$ cat src/hw/rtl/tlpd_pkg.sv
// Shared constants and types for the two-level long press detector.
package tlpd_pkg;

   localparam int TIME_BITS_DEFAULT = 20;
   localparam int CSR_ADDR_BITS = 5;
   localparam int CSR_DATA_BITS = 32;
   localparam int REQ_DATA_BITS = 8;
   localparam int RSP_DATA_BITS = 8;

   localparam logic [31:0] AP_HOLD_RESET = 32'd5000;
   localparam logic [31:0] FACTORY_HOLD_RESET = 32'd10000;
   localparam logic [31:0] AP_OPEN_RESET = 32'd60000;

   localparam logic [2:0] REG_BUTTON_ENABLED = 3'd0;
   localparam logic [2:0] REG_ACTIVE_HIGH = 3'd1;
   localparam logic [2:0] REG_AP_HOLD = 3'd2;
   localparam logic [2:0] REG_FACTORY_HOLD = 3'd3;
   localparam logic [2:0] REG_AP_OPEN = 3'd4;

   localparam logic [1:0] EVT_NONE = 2'd0;
   localparam logic [1:0] EVT_AP = 2'd1;
   localparam logic [1:0] EVT_FACTORY = 2'd2;

   typedef struct packed {
      logic       stop_ap;
      logic       start_ap;
      logic [1:0] reset_event;
   } result_type;

endpackage

$ cat src/hw/rtl/tlpd_csr.sv
// Configuration register file with an APB-style access port.
module tlpd_csr #(
   parameter int TIME_BITS = tlpd_pkg::TIME_BITS_DEFAULT
) (
   input  logic                                clock,
   input  logic                                reset,
   input  logic                                csr_psel,
   input  logic                                csr_penable,
   input  logic                                csr_pwrite,
   input  logic [tlpd_pkg::CSR_ADDR_BITS-1:0]  csr_paddr,
   input  logic [tlpd_pkg::CSR_DATA_BITS-1:0]  csr_pwdata,
   output logic [tlpd_pkg::CSR_DATA_BITS-1:0]  csr_prdata,
   output logic                                csr_pready,
   output logic                                button_enabled,
   output logic                                active_high,
   output logic [TIME_BITS-1:0]                ap_hold_ms,
   output logic [TIME_BITS-1:0]                factory_hold_ms,
   output logic [TIME_BITS-1:0]                ap_open_ms
);

   logic                 enabled_ff, enabled_in;
   logic                 active_high_ff, active_high_in;
   logic [TIME_BITS-1:0] ap_hold_ff, ap_hold_in;
   logic [TIME_BITS-1:0] factory_hold_ff, factory_hold_in;
   logic [TIME_BITS-1:0] ap_open_ff, ap_open_in;
   logic                 write_en;
   logic [2:0]           reg_index;

   assign csr_pready = 1'b1;
   assign write_en = csr_psel & csr_penable & csr_pwrite & csr_pready;
   assign reg_index = csr_paddr[4:2];

   always_comb begin
      enabled_in = enabled_ff;
      active_high_in = active_high_ff;
      ap_hold_in = ap_hold_ff;
      factory_hold_in = factory_hold_ff;
      ap_open_in = ap_open_ff;
      if (write_en) begin
         unique case (reg_index)
            tlpd_pkg::REG_BUTTON_ENABLED: enabled_in = csr_pwdata[0];
            tlpd_pkg::REG_ACTIVE_HIGH:    active_high_in = csr_pwdata[0];
            tlpd_pkg::REG_AP_HOLD:        ap_hold_in = csr_pwdata[TIME_BITS-1:0];
            tlpd_pkg::REG_FACTORY_HOLD:   factory_hold_in = csr_pwdata[TIME_BITS-1:0];
            tlpd_pkg::REG_AP_OPEN:        ap_open_in = csr_pwdata[TIME_BITS-1:0];
            default: ;
         endcase
      end
   end

   always_ff @(posedge clock) begin
      if (reset) begin
         enabled_ff <= 1'b0;
         active_high_ff <= 1'b0;
         ap_hold_ff <= tlpd_pkg::AP_HOLD_RESET[TIME_BITS-1:0];
         factory_hold_ff <= tlpd_pkg::FACTORY_HOLD_RESET[TIME_BITS-1:0];
         ap_open_ff <= tlpd_pkg::AP_OPEN_RESET[TIME_BITS-1:0];
      end else begin
         enabled_ff <= enabled_in;
         active_high_ff <= active_high_in;
         ap_hold_ff <= ap_hold_in;
         factory_hold_ff <= factory_hold_in;
         ap_open_ff <= ap_open_in;
      end
   end

   always_comb begin
      csr_prdata = '0;
      unique case (reg_index)
         tlpd_pkg::REG_BUTTON_ENABLED: csr_prdata[0] = enabled_ff;
         tlpd_pkg::REG_ACTIVE_HIGH:    csr_prdata[0] = active_high_ff;
         tlpd_pkg::REG_AP_HOLD:        csr_prdata[TIME_BITS-1:0] = ap_hold_ff;
         tlpd_pkg::REG_FACTORY_HOLD:   csr_prdata[TIME_BITS-1:0] = factory_hold_ff;
         tlpd_pkg::REG_AP_OPEN:        csr_prdata[TIME_BITS-1:0] = ap_open_ff;
         default: ;
      endcase
   end

   assign button_enabled = enabled_ff;
   assign active_high = active_high_ff;
   assign ap_hold_ms = ap_hold_ff;
   assign factory_hold_ms = factory_hold_ff;
   assign ap_open_ms = ap_open_ff;

endmodule

$ cat src/hw/rtl/tlpd_core.sv
// Press tracking, hold thresholds and access point close countdown.
module tlpd_core #(
   parameter int TIME_BITS = tlpd_pkg::TIME_BITS_DEFAULT
) (
   input  logic                 clock,
   input  logic                 reset,
   input  logic                 tick_accept,
   input  logic                 pin_level,
   input  logic                 ap_running,
   input  logic                 button_enabled,
   input  logic                 active_high,
   input  logic [TIME_BITS-1:0] ap_hold_ms,
   input  logic [TIME_BITS-1:0] factory_hold_ms,
   input  logic [TIME_BITS-1:0] ap_open_ms,
   output tlpd_pkg::result_type result
);

   logic                 pressed_ff, pressed_in;
   logic [TIME_BITS-1:0] hold_ff, hold_in;
   logic                 ap_fired_ff, ap_fired_in;
   logic                 factory_fired_ff, factory_fired_in;
   logic                 armed_ff, armed_in;
   logic [TIME_BITS-1:0] remain_ff, remain_in;
   logic [TIME_BITS-1:0] hold_next;
   logic                 active;

   assign hold_next = (hold_ff == '1) ? hold_ff : hold_ff + TIME_BITS'(1);
   assign active = active_high ? pin_level : ~pin_level;

   always_comb begin
      pressed_in = pressed_ff;
      hold_in = hold_ff;
      ap_fired_in = ap_fired_ff;
      factory_fired_in = factory_fired_ff;
      armed_in = armed_ff;
      remain_in = remain_ff;
      result = '{stop_ap: 1'b0, start_ap: 1'b0, reset_event: tlpd_pkg::EVT_NONE};
      if (tick_accept && button_enabled) begin
         if (armed_ff) begin
            if (remain_ff <= TIME_BITS'(1)) begin
               result.stop_ap = ap_running;
               armed_in = 1'b0;
               remain_in = '0;
            end else begin
               remain_in = remain_ff - TIME_BITS'(1);
            end
         end
         if (active) begin
            if (!pressed_ff) begin
               pressed_in = 1'b1;
               hold_in = '0;
               ap_fired_in = 1'b0;
               factory_fired_in = 1'b0;
            end else begin
               hold_in = hold_next;
               priority if (hold_next >= factory_hold_ms && !factory_fired_ff) begin
                  factory_fired_in = 1'b1;
                  result.reset_event = tlpd_pkg::EVT_FACTORY;
               end else if (hold_next >= ap_hold_ms && !ap_fired_ff && !factory_fired_ff) begin
                  if (!ap_running) begin
                     result.start_ap = 1'b1;
                     armed_in = 1'b1;
                     remain_in = ap_open_ms;
                  end
                  ap_fired_in = 1'b1;
                  result.reset_event = tlpd_pkg::EVT_AP;
               end else begin
               end
            end
         end else begin
            pressed_in = 1'b0;
            hold_in = '0;
            ap_fired_in = 1'b0;
            factory_fired_in = 1'b0;
         end
      end
   end

   always_ff @(posedge clock) begin
      if (reset) begin
         pressed_ff <= 1'b0;
         hold_ff <= '0;
         ap_fired_ff <= 1'b0;
         factory_fired_ff <= 1'b0;
         armed_ff <= 1'b0;
         remain_ff <= '0;
      end else begin
         pressed_ff <= pressed_in;
         hold_ff <= hold_in;
         ap_fired_ff <= ap_fired_in;
         factory_fired_ff <= factory_fired_in;
         armed_ff <= armed_in;
         remain_ff <= remain_in;
      end
   end

endmodule

$ cat src/hw/rtl/tlpd_out_buf.sv
// Result register with a skid stage so the input side can take one more result under a stall.
module tlpd_out_buf (
   input  logic                 clock,
   input  logic                 reset,
   input  logic                 push,
   input  tlpd_pkg::result_type push_data,
   output logic                 space,
   output logic                 out_valid,
   input  logic                 out_ready,
   output tlpd_pkg::result_type out_data
);

   logic                 main_valid_ff, main_valid_in;
   logic                 skid_valid_ff, skid_valid_in;
   tlpd_pkg::result_type main_data_ff, main_data_in;
   tlpd_pkg::result_type skid_data_ff, skid_data_in;
   logic                 pop;

   assign pop = main_valid_ff & out_ready;
   assign space = ~skid_valid_ff;

   always_comb begin
      main_valid_in = main_valid_ff;
      main_data_in = main_data_ff;
      skid_valid_in = skid_valid_ff;
      skid_data_in = skid_data_ff;
      if (pop || !main_valid_ff) begin
         if (skid_valid_ff) begin
            main_valid_in = 1'b1;
            main_data_in = skid_data_ff;
            skid_valid_in = 1'b0;
         end else begin
            main_valid_in = push;
            main_data_in = push_data;
         end
      end else if (push) begin
         skid_valid_in = 1'b1;
         skid_data_in = push_data;
      end
   end

   always_ff @(posedge clock) begin
      if (reset) begin
         main_valid_ff <= 1'b0;
         skid_valid_ff <= 1'b0;
      end else begin
         main_valid_ff <= main_valid_in;
         skid_valid_ff <= skid_valid_in;
      end
      main_data_ff <= main_data_in;
      skid_data_ff <= skid_data_in;
   end

   assign out_valid = main_valid_ff;
   assign out_data = main_data_ff;

endmodule

$ cat src/hw/rtl/two_level_long_press_detector_unit.sv
// Top level of the two-level long press detector for a reset button.
//
// Each transaction on the req_ channel is one 1 ms tick carrying the raw pin
// level and whether the access point is running. Each tick produces exactly one
// transaction on the rsp_ channel with the event code and the access point
// start and stop requests.
// The result is registered in the output buffer's main register, or in its skid
// stage when the receiver stalls; a new tick can be accepted in every cycle while
// req_tready is high, that is while the skid stage is empty.
// Configuration registers sit on the csr_ port at byte addresses 0, 4, 8, 12
// and 16; write them only while no tick is in flight.
// Reset clears the press state, the countdown and both result stages, disables
// the button and loads the default thresholds.
// When the receiver stalls, one more result is held in a skid stage, after
// which req_tready drops until the receiver takes a result.
module two_level_long_press_detector_unit #(
   parameter int TIME_BITS = tlpd_pkg::TIME_BITS_DEFAULT
) (
   input  logic                                clock,
   input  logic                                reset,
   input  logic                                req_tvalid,
   output logic                                req_tready,
   // Bit 0 pin_level, bit 1 ap_running, upper bits zero.
   input  logic [tlpd_pkg::REQ_DATA_BITS-1:0]  req_tdata,
   output logic                                rsp_tvalid,
   input  logic                                rsp_tready,
   // Bits 1:0 reset_event, bit 2 start_ap, bit 3 stop_ap, upper bits zero.
   output logic [tlpd_pkg::RSP_DATA_BITS-1:0]  rsp_tdata,
   input  logic                                csr_psel,
   input  logic                                csr_penable,
   input  logic                                csr_pwrite,
   input  logic [tlpd_pkg::CSR_ADDR_BITS-1:0]  csr_paddr,
   input  logic [tlpd_pkg::CSR_DATA_BITS-1:0]  csr_pwdata,
   output logic [tlpd_pkg::CSR_DATA_BITS-1:0]  csr_prdata,
   output logic                                csr_pready
);

   logic                 button_enabled;
   logic                 active_high;
   logic [TIME_BITS-1:0] ap_hold_ms;
   logic [TIME_BITS-1:0] factory_hold_ms;
   logic [TIME_BITS-1:0] ap_open_ms;
   logic                 req_accept;
   logic                 buf_space;
   tlpd_pkg::result_type core_result;
   tlpd_pkg::result_type rsp_result;

   assign req_tready = buf_space;
   assign req_accept = req_tvalid & req_tready;

   tlpd_csr #(.TIME_BITS(TIME_BITS)) u_csr (
      .clock           (clock),
      .reset           (reset),
      .csr_psel        (csr_psel),
      .csr_penable     (csr_penable),
      .csr_pwrite      (csr_pwrite),
      .csr_paddr       (csr_paddr),
      .csr_pwdata      (csr_pwdata),
      .csr_prdata      (csr_prdata),
      .csr_pready      (csr_pready),
      .button_enabled  (button_enabled),
      .active_high     (active_high),
      .ap_hold_ms      (ap_hold_ms),
      .factory_hold_ms (factory_hold_ms),
      .ap_open_ms      (ap_open_ms)
   );

   tlpd_core #(.TIME_BITS(TIME_BITS)) u_core (
      .clock           (clock),
      .reset           (reset),
      .tick_accept     (req_accept),
      .pin_level       (req_tdata[0]),
      .ap_running      (req_tdata[1]),
      .button_enabled  (button_enabled),
      .active_high     (active_high),
      .ap_hold_ms      (ap_hold_ms),
      .factory_hold_ms (factory_hold_ms),
      .ap_open_ms      (ap_open_ms),
      .result          (core_result)
   );

   tlpd_out_buf u_out_buf (
      .clock     (clock),
      .reset     (reset),
      .push      (req_accept),
      .push_data (core_result),
      .space     (buf_space),
      .out_valid (rsp_tvalid),
      .out_ready (rsp_tready),
      .out_data  (rsp_result)
   );

   assign rsp_tdata = {{(tlpd_pkg::RSP_DATA_BITS - $bits(tlpd_pkg::result_type)){1'b0}},
                       rsp_result};

`ifndef SYNTHESIS
   a_accept_gives_result: assert property (@(posedge clock) disable iff (reset)
      req_tvalid && req_tready |=> rsp_tvalid)
      else $error("Accepted transaction did not reach the result register.");

   a_start_stop_exclusive: assert property (@(posedge clock) disable iff (reset)
      rsp_tvalid |-> !(rsp_tdata[2] && rsp_tdata[3]))
      else $error("Start and stop requested in the same result.");

   a_start_needs_ap_event: assert property (@(posedge clock) disable iff (reset)
      rsp_tvalid && rsp_tdata[2] |-> rsp_tdata[1:0] == tlpd_pkg::EVT_AP)
      else $error("Start request without an access point event.");
`endif

endmodule
$ cat config.mk
export PLATFORM = sky130hd
export DESIGN_NAME = two_level_long_press_detector_unit
export DESIGN_NICKNAME = d
export VERILOG_FILES = /design/src/hw/rtl/tlpd_pkg.sv /design/src/hw/rtl/tlpd_csr.sv /design/src/hw/rtl/tlpd_core.sv /design/src/hw/rtl/tlpd_out_buf.sv /design/src/hw/rtl/two_level_long_press_detector_unit.sv
export SDC_FILE = /design/constraint.sdc
export NUM_CORES = 1
export LEC_CHECK = 0
export BUFFER_PORTS_ARGS = -buffer_cell sky130_fd_sc_hd__buf_2
export CORE_MARGIN = 5
export CORE_UTILIZATION = 30
export DETAILED_ROUTE_END_ITERATION = 12
export GPL_ROUTABILITY_DRIVEN = 0
export PLACE_DENSITY = 0.47
export SKIP_LAST_GASP = 1
export SLEW_MARGIN = 10
export SYNTH_ARGS = -nofsm -noshare
export SYNTH_HDL_FRONTEND = slang
export SYNTH_HIERARCHICAL = 1
export SYNTH_SLANG_ARGS = --single-unit
$ cat constraint.sdc
create_clock -name clock -period 7.2 [get_ports clock]
set_clock_uncertainty 0.2 [all_clocks]
set_input_delay 1.44 -clock clock [delete_from_list [all_inputs] [get_ports clock]]
set_output_delay 1.44 -clock clock [all_outputs]
set_load 0.1 [all_outputs]
==> metrics.md <==
| Metric | Value |
|---|---|
| Outcome | `complete, no violations` |
| Initial antenna violation count | `1` |
| Syn Inst Count | `908` |
| Die W | `168 um` |
| Core Util, Final | `34.6%` |
| CTS tree | `done` |
| Clk root buf | `clkbuf_16` |
| Synth top area share | `28.9%` |
| Post-Synth XOR/XNOR Area | `between 2 and 3%` |
| Final WL | `between 20,000 and 25,000 um` |
| #FFs+latches synth | `between 100 and 150` |
| Met3 WL post-DR | `904 um` |
| Crit. End Element | `register` |
| Hold Path Depth | `2` |
| Static Leakage | `between 3 and 4 nW` |
| Req. time, crit path | `7.30 ns` |
| Simple-gate share of the synthesized area | `23.3%` |
| Compound-Gate Fraction of Synth Area | `between 10% and 20%` |
| CP max FO | `26` |
| VDD IR-drop max | `0.143 mV` |
| Mux cell area share after synthesis | `about 6.9%` |
| Inserted Clock Buffers | `17` |
| Reg2reg setup slack | `approximately 1.5 ns` |
| Worst Hold Margin | `0.274 ns` |
| P per Cell Area | `between 200 and 250 nW/um^2` |
| RSZ-0062 raised after global routing | `false` |
| Worst reg2reg path endpoint | `u_core/remain_ff[6]$_SDFFE_PP0P_` |
| Top post-synthesis cells by area | `dfxtp_1, ha_1, o21ai_0` |
| Post-Syn Area | `7490 um^2` |
| Synth Area in Adders | `7.19%` |
| Final ANT Viol Nets | `0` |
| H-tree Lvls | `4` |
| Critical path destination | `u_core/remain_ff[6]$_SDFFE_PP0P_` |
| Multi-input logic area | `4520 um^2` |
| Final Max Tran Viols | `0` |
| IO Count | `95` |
| Diodes inserted | `0` |
| Commonest non-fill, non-tap cells in the layout | `dfxtp_1, o21ai_0, nor2_1, buf_2, inv_1` |
| Dominant cell type by area after synthesis | `dfxtp_1` |
| Largest net degree at the start of global routing | `71` |
| Power, Total | `0.00172 W` |
| Dpl cells | `1,240` |
| DR vias | `6,439` |
| CP Cell Sequence | `ha_1 -> nand2_1 -> nor4_1 -> nand4_1 -> nand2_1 -> nor2_1 -> xor2_1 -> ha_1 -> a21oi_1 -> nor2_1 -> a211oi_1 -> o21ai_1 -> a2111o_1 -> nor3_4 -> buf_4 -> mux2i_1 -> o21ai_1` |
| Top routing layer in use | `met5` |
| Layout cells sized above 1 | `about 15%` |
| Routed wl met2 | `approximately 10000 um` |
| Core area | `between 20,000 and 25,000 um^2` |
| Post-Layout Cell Count | `1,271` |
| Hold Violations, Final | `0` |
| YS warnings | `6` |
| Final setup TNS | `0 ns` |
| HP Class | `register to register` |
| Clock transition at path regs | `0.06 ns` |
| Max-Cap Viols | `0` |
| Post-CTS setup buffer count | `0` |
| Die area | `28,200 um^2` |
| Ys async rst share | `0%` |
| Dominant synthesized flop cell | `dfxtp_1` |
| Vias in the first global route | `about 6,000` |
| Drt via density | `5.07` |
| Commonest non-fill, non-tap cell in the layout | `dfxtp_1` |
| DRC | `0` |
| M1 WL | `about 12,000 um` |
| Nets | `about 1,000` |
| Gr ovfl total | `0` |
| DR WL/cell | `17.8 um` |
| Clk_lat worst skew | `a little over 0.4 ns` |
| FF+latch area | `around 2400 um^2` |
| Drt pass-1 iters | `5` |
| Count of final setup violators | `0` |
| Startpoint types | `register` |
| Critical path class | `register to register` |
| Largest family of logic cells by synthesized area | `simple AND/OR/NAND/NOR gates` |
| Hpwl dp | `16,000 um` |
| Drt initial violations | `450` |
| Initial Util | `30.6%` |
| Slowest cell on crit path | `nor3_4` |
| TritonCTS Sinks | `116` |
| Syn Area/Cell | `between 8 and 9 um^2` |
| R2r worst-path depth | `17` |
| Die Y-Extent | `168 um` |
| Max Fclk | `~0.17 GHz` |
| Worst setup path startpoint | `u_core/hold_ff[0]$_SDFFE_PP0P_` |
| Max incr delay on CP | `0.93 ns` |
| Fin crit share | `79.7%` |
| Slew @ Worst Pin | `1.11 ns` |
| First-pass GRT wire length | `35,500 um` |
| Layout overhead on the synthesized area | `13.1%` |
| Sequential area share after synthesis | `32.1%` |
| Crit path time final | `5.74 ns` |
| Reg-to-Reg Start | `u_core/hold_ff[0]$_SDFFE_PP0P_` |
| PortBufs | `57` |
| Number of synthesized flops with an enable pin | `8` |
| CTS Buffer Depth | `2` |
| CTS resizes | `0` |
| Library cells used by synthesis | `75` |
| Hold_buf cts | `0` |
| Global-route usage over all layers | `15.9%` |
| Worst rel slew slack | `25.7%` |
| WP data arrival | `between 5 and 6 ns` |
| Core Rows | `57` |
| Fillers | `2,615` |
[critical path, delay by kind of cell, from the launching register on]
family | cells | cell delay [ns]
flip-flops | 1 | 0.44
AND/OR/NAND/NOR | 7 | 2.63
AO/OA/AOI/OAI | 5 | 1.09
buffers and inverters | 1 | 0.27
multiplexers | 1 | 0.18
adder cells (fa/ha/maj) | 2 | 0.55
XOR/XNOR | 1 | 0.25
[area by class of cell]
cell class,instances,area share (%)
timing repair buffer,64,4.02
tap,324,4.79
inverter,52,2.31
multi-input combinational,684,53.4
sequential,116,28.4
clock buffer,22,5.60
clock inverter,9,1.52
[cells by family after synthesis]
| kind of cell | Yosys count |
|---|---|
| buffers and inverters | 122 |
| DFF | 116 |
| and+or+nand+nor | 322 |
| AOI/OAI and AO/OA | 227 |
| xor gates and xnor gates | 24 |
| muxes | 51 |
| adders and majority gates | 43 |
| other | 3 |
[through the flow]
step,setup slack [ns],area [um^2]
6_report,1.46,8460
5_1_grt,1.02,8460
3_5_place_dp,1.50,7860
4_1_cts,1.49,8460
2_1_floorplan,2.08,7540
3_3_place_gp,1.56,7860
[Yosys cell counts (all sizes together) (3+ instances only)]
| master | instances |
|---|---|
| xor2 | 4 |
| clkbuf | 27 |
| o21ai | 118 |
| o2bb2ai | 19 |
| mux2i | 46 |
| nand2 | 51 |
| o22ai | 5 |
| nor2b | 46 |
| o21a | 5 |
| a31oi | 17 |
| o31ai | 5 |
| a211oi | 4 |
| and3 | 3 |
| nor2 | 86 |
| mux2 | 5 |
| conb | 3 |
| or2 | 5 |
| edfxtp | 8 |
| xnor2 | 20 |
| nor3 | 27 |
| nor4b | 3 |
| or4 | 4 |
| nand2b | 27 |
| buf | 43 |
| nor3b | 3 |
| inv | 52 |
| or3 | 9 |
| dfxtp | 108 |
| and2 | 5 |
| a21oi | 29 |
| ha | 43 |
| nand3 | 26 |
| nand4 | 11 |
| a21o | 7 |
| nor4 | 10 |
[power by group]
group	internal, W	switching [W]	leakage, nW
sequential	0.000656	0.00000649	0.952
combinational	0.0000352	0.000142	2.04
clock	0.000569	0.000317	0.292
[flip-flops by register name (all words and copies together) (netlist names), 4 cells and up]
register,count
u_core/hold_ff,20
u_core/remain_ff,20
u_csr/ap_hold_ms,20
u_csr/ap_open_ms,20
u_csr/factory_hold_ms,20
u_out_buf/out_data,4
u_out_buf/skid_data_ff,4
[per-layer routing]
metal | vias up | GRT usage [%]
met5 | - | 0
met4 | 2 | 3.88
met3 | 15 | 2.91
met2 | 150 | 24.1
met1 | 3054 | 23.3
li1 | 3218 | -
[worst min-delay path by stage]
| stage | slack, ns | start | to |
|---|---|---|---|
| floorplan | 0.25 | u_core/remain_ff[17]$_SDFFE_PP0P_ | u_core/remain_ff[17]$_SDFFE_PP0P_ |
| global placement | 0.27 | u_core/pressed_ff$_SDFFE_PP0P_ | u_core/pressed_ff$_SDFFE_PP0P_ |
| detailed placement | 0.27 | u_core/remain_ff[17]$_SDFFE_PP0P_ | u_core/remain_ff[17]$_SDFFE_PP0P_ |
| CTS | 0.28 | u_core/remain_ff[17]$_SDFFE_PP0P_ | u_core/remain_ff[17]$_SDFFE_PP0P_ |
| global route | 0.30 | u_core/remain_ff[17]$_SDFFE_PP0P_ | u_core/remain_ff[17]$_SDFFE_PP0P_ |
| finish | 0.27 | u_core/remain_ff[17]$_SDFFE_PP0P_ | u_core/remain_ff[17]$_SDFFE_PP0P_ |
Power figures use the tool's default switching activity.
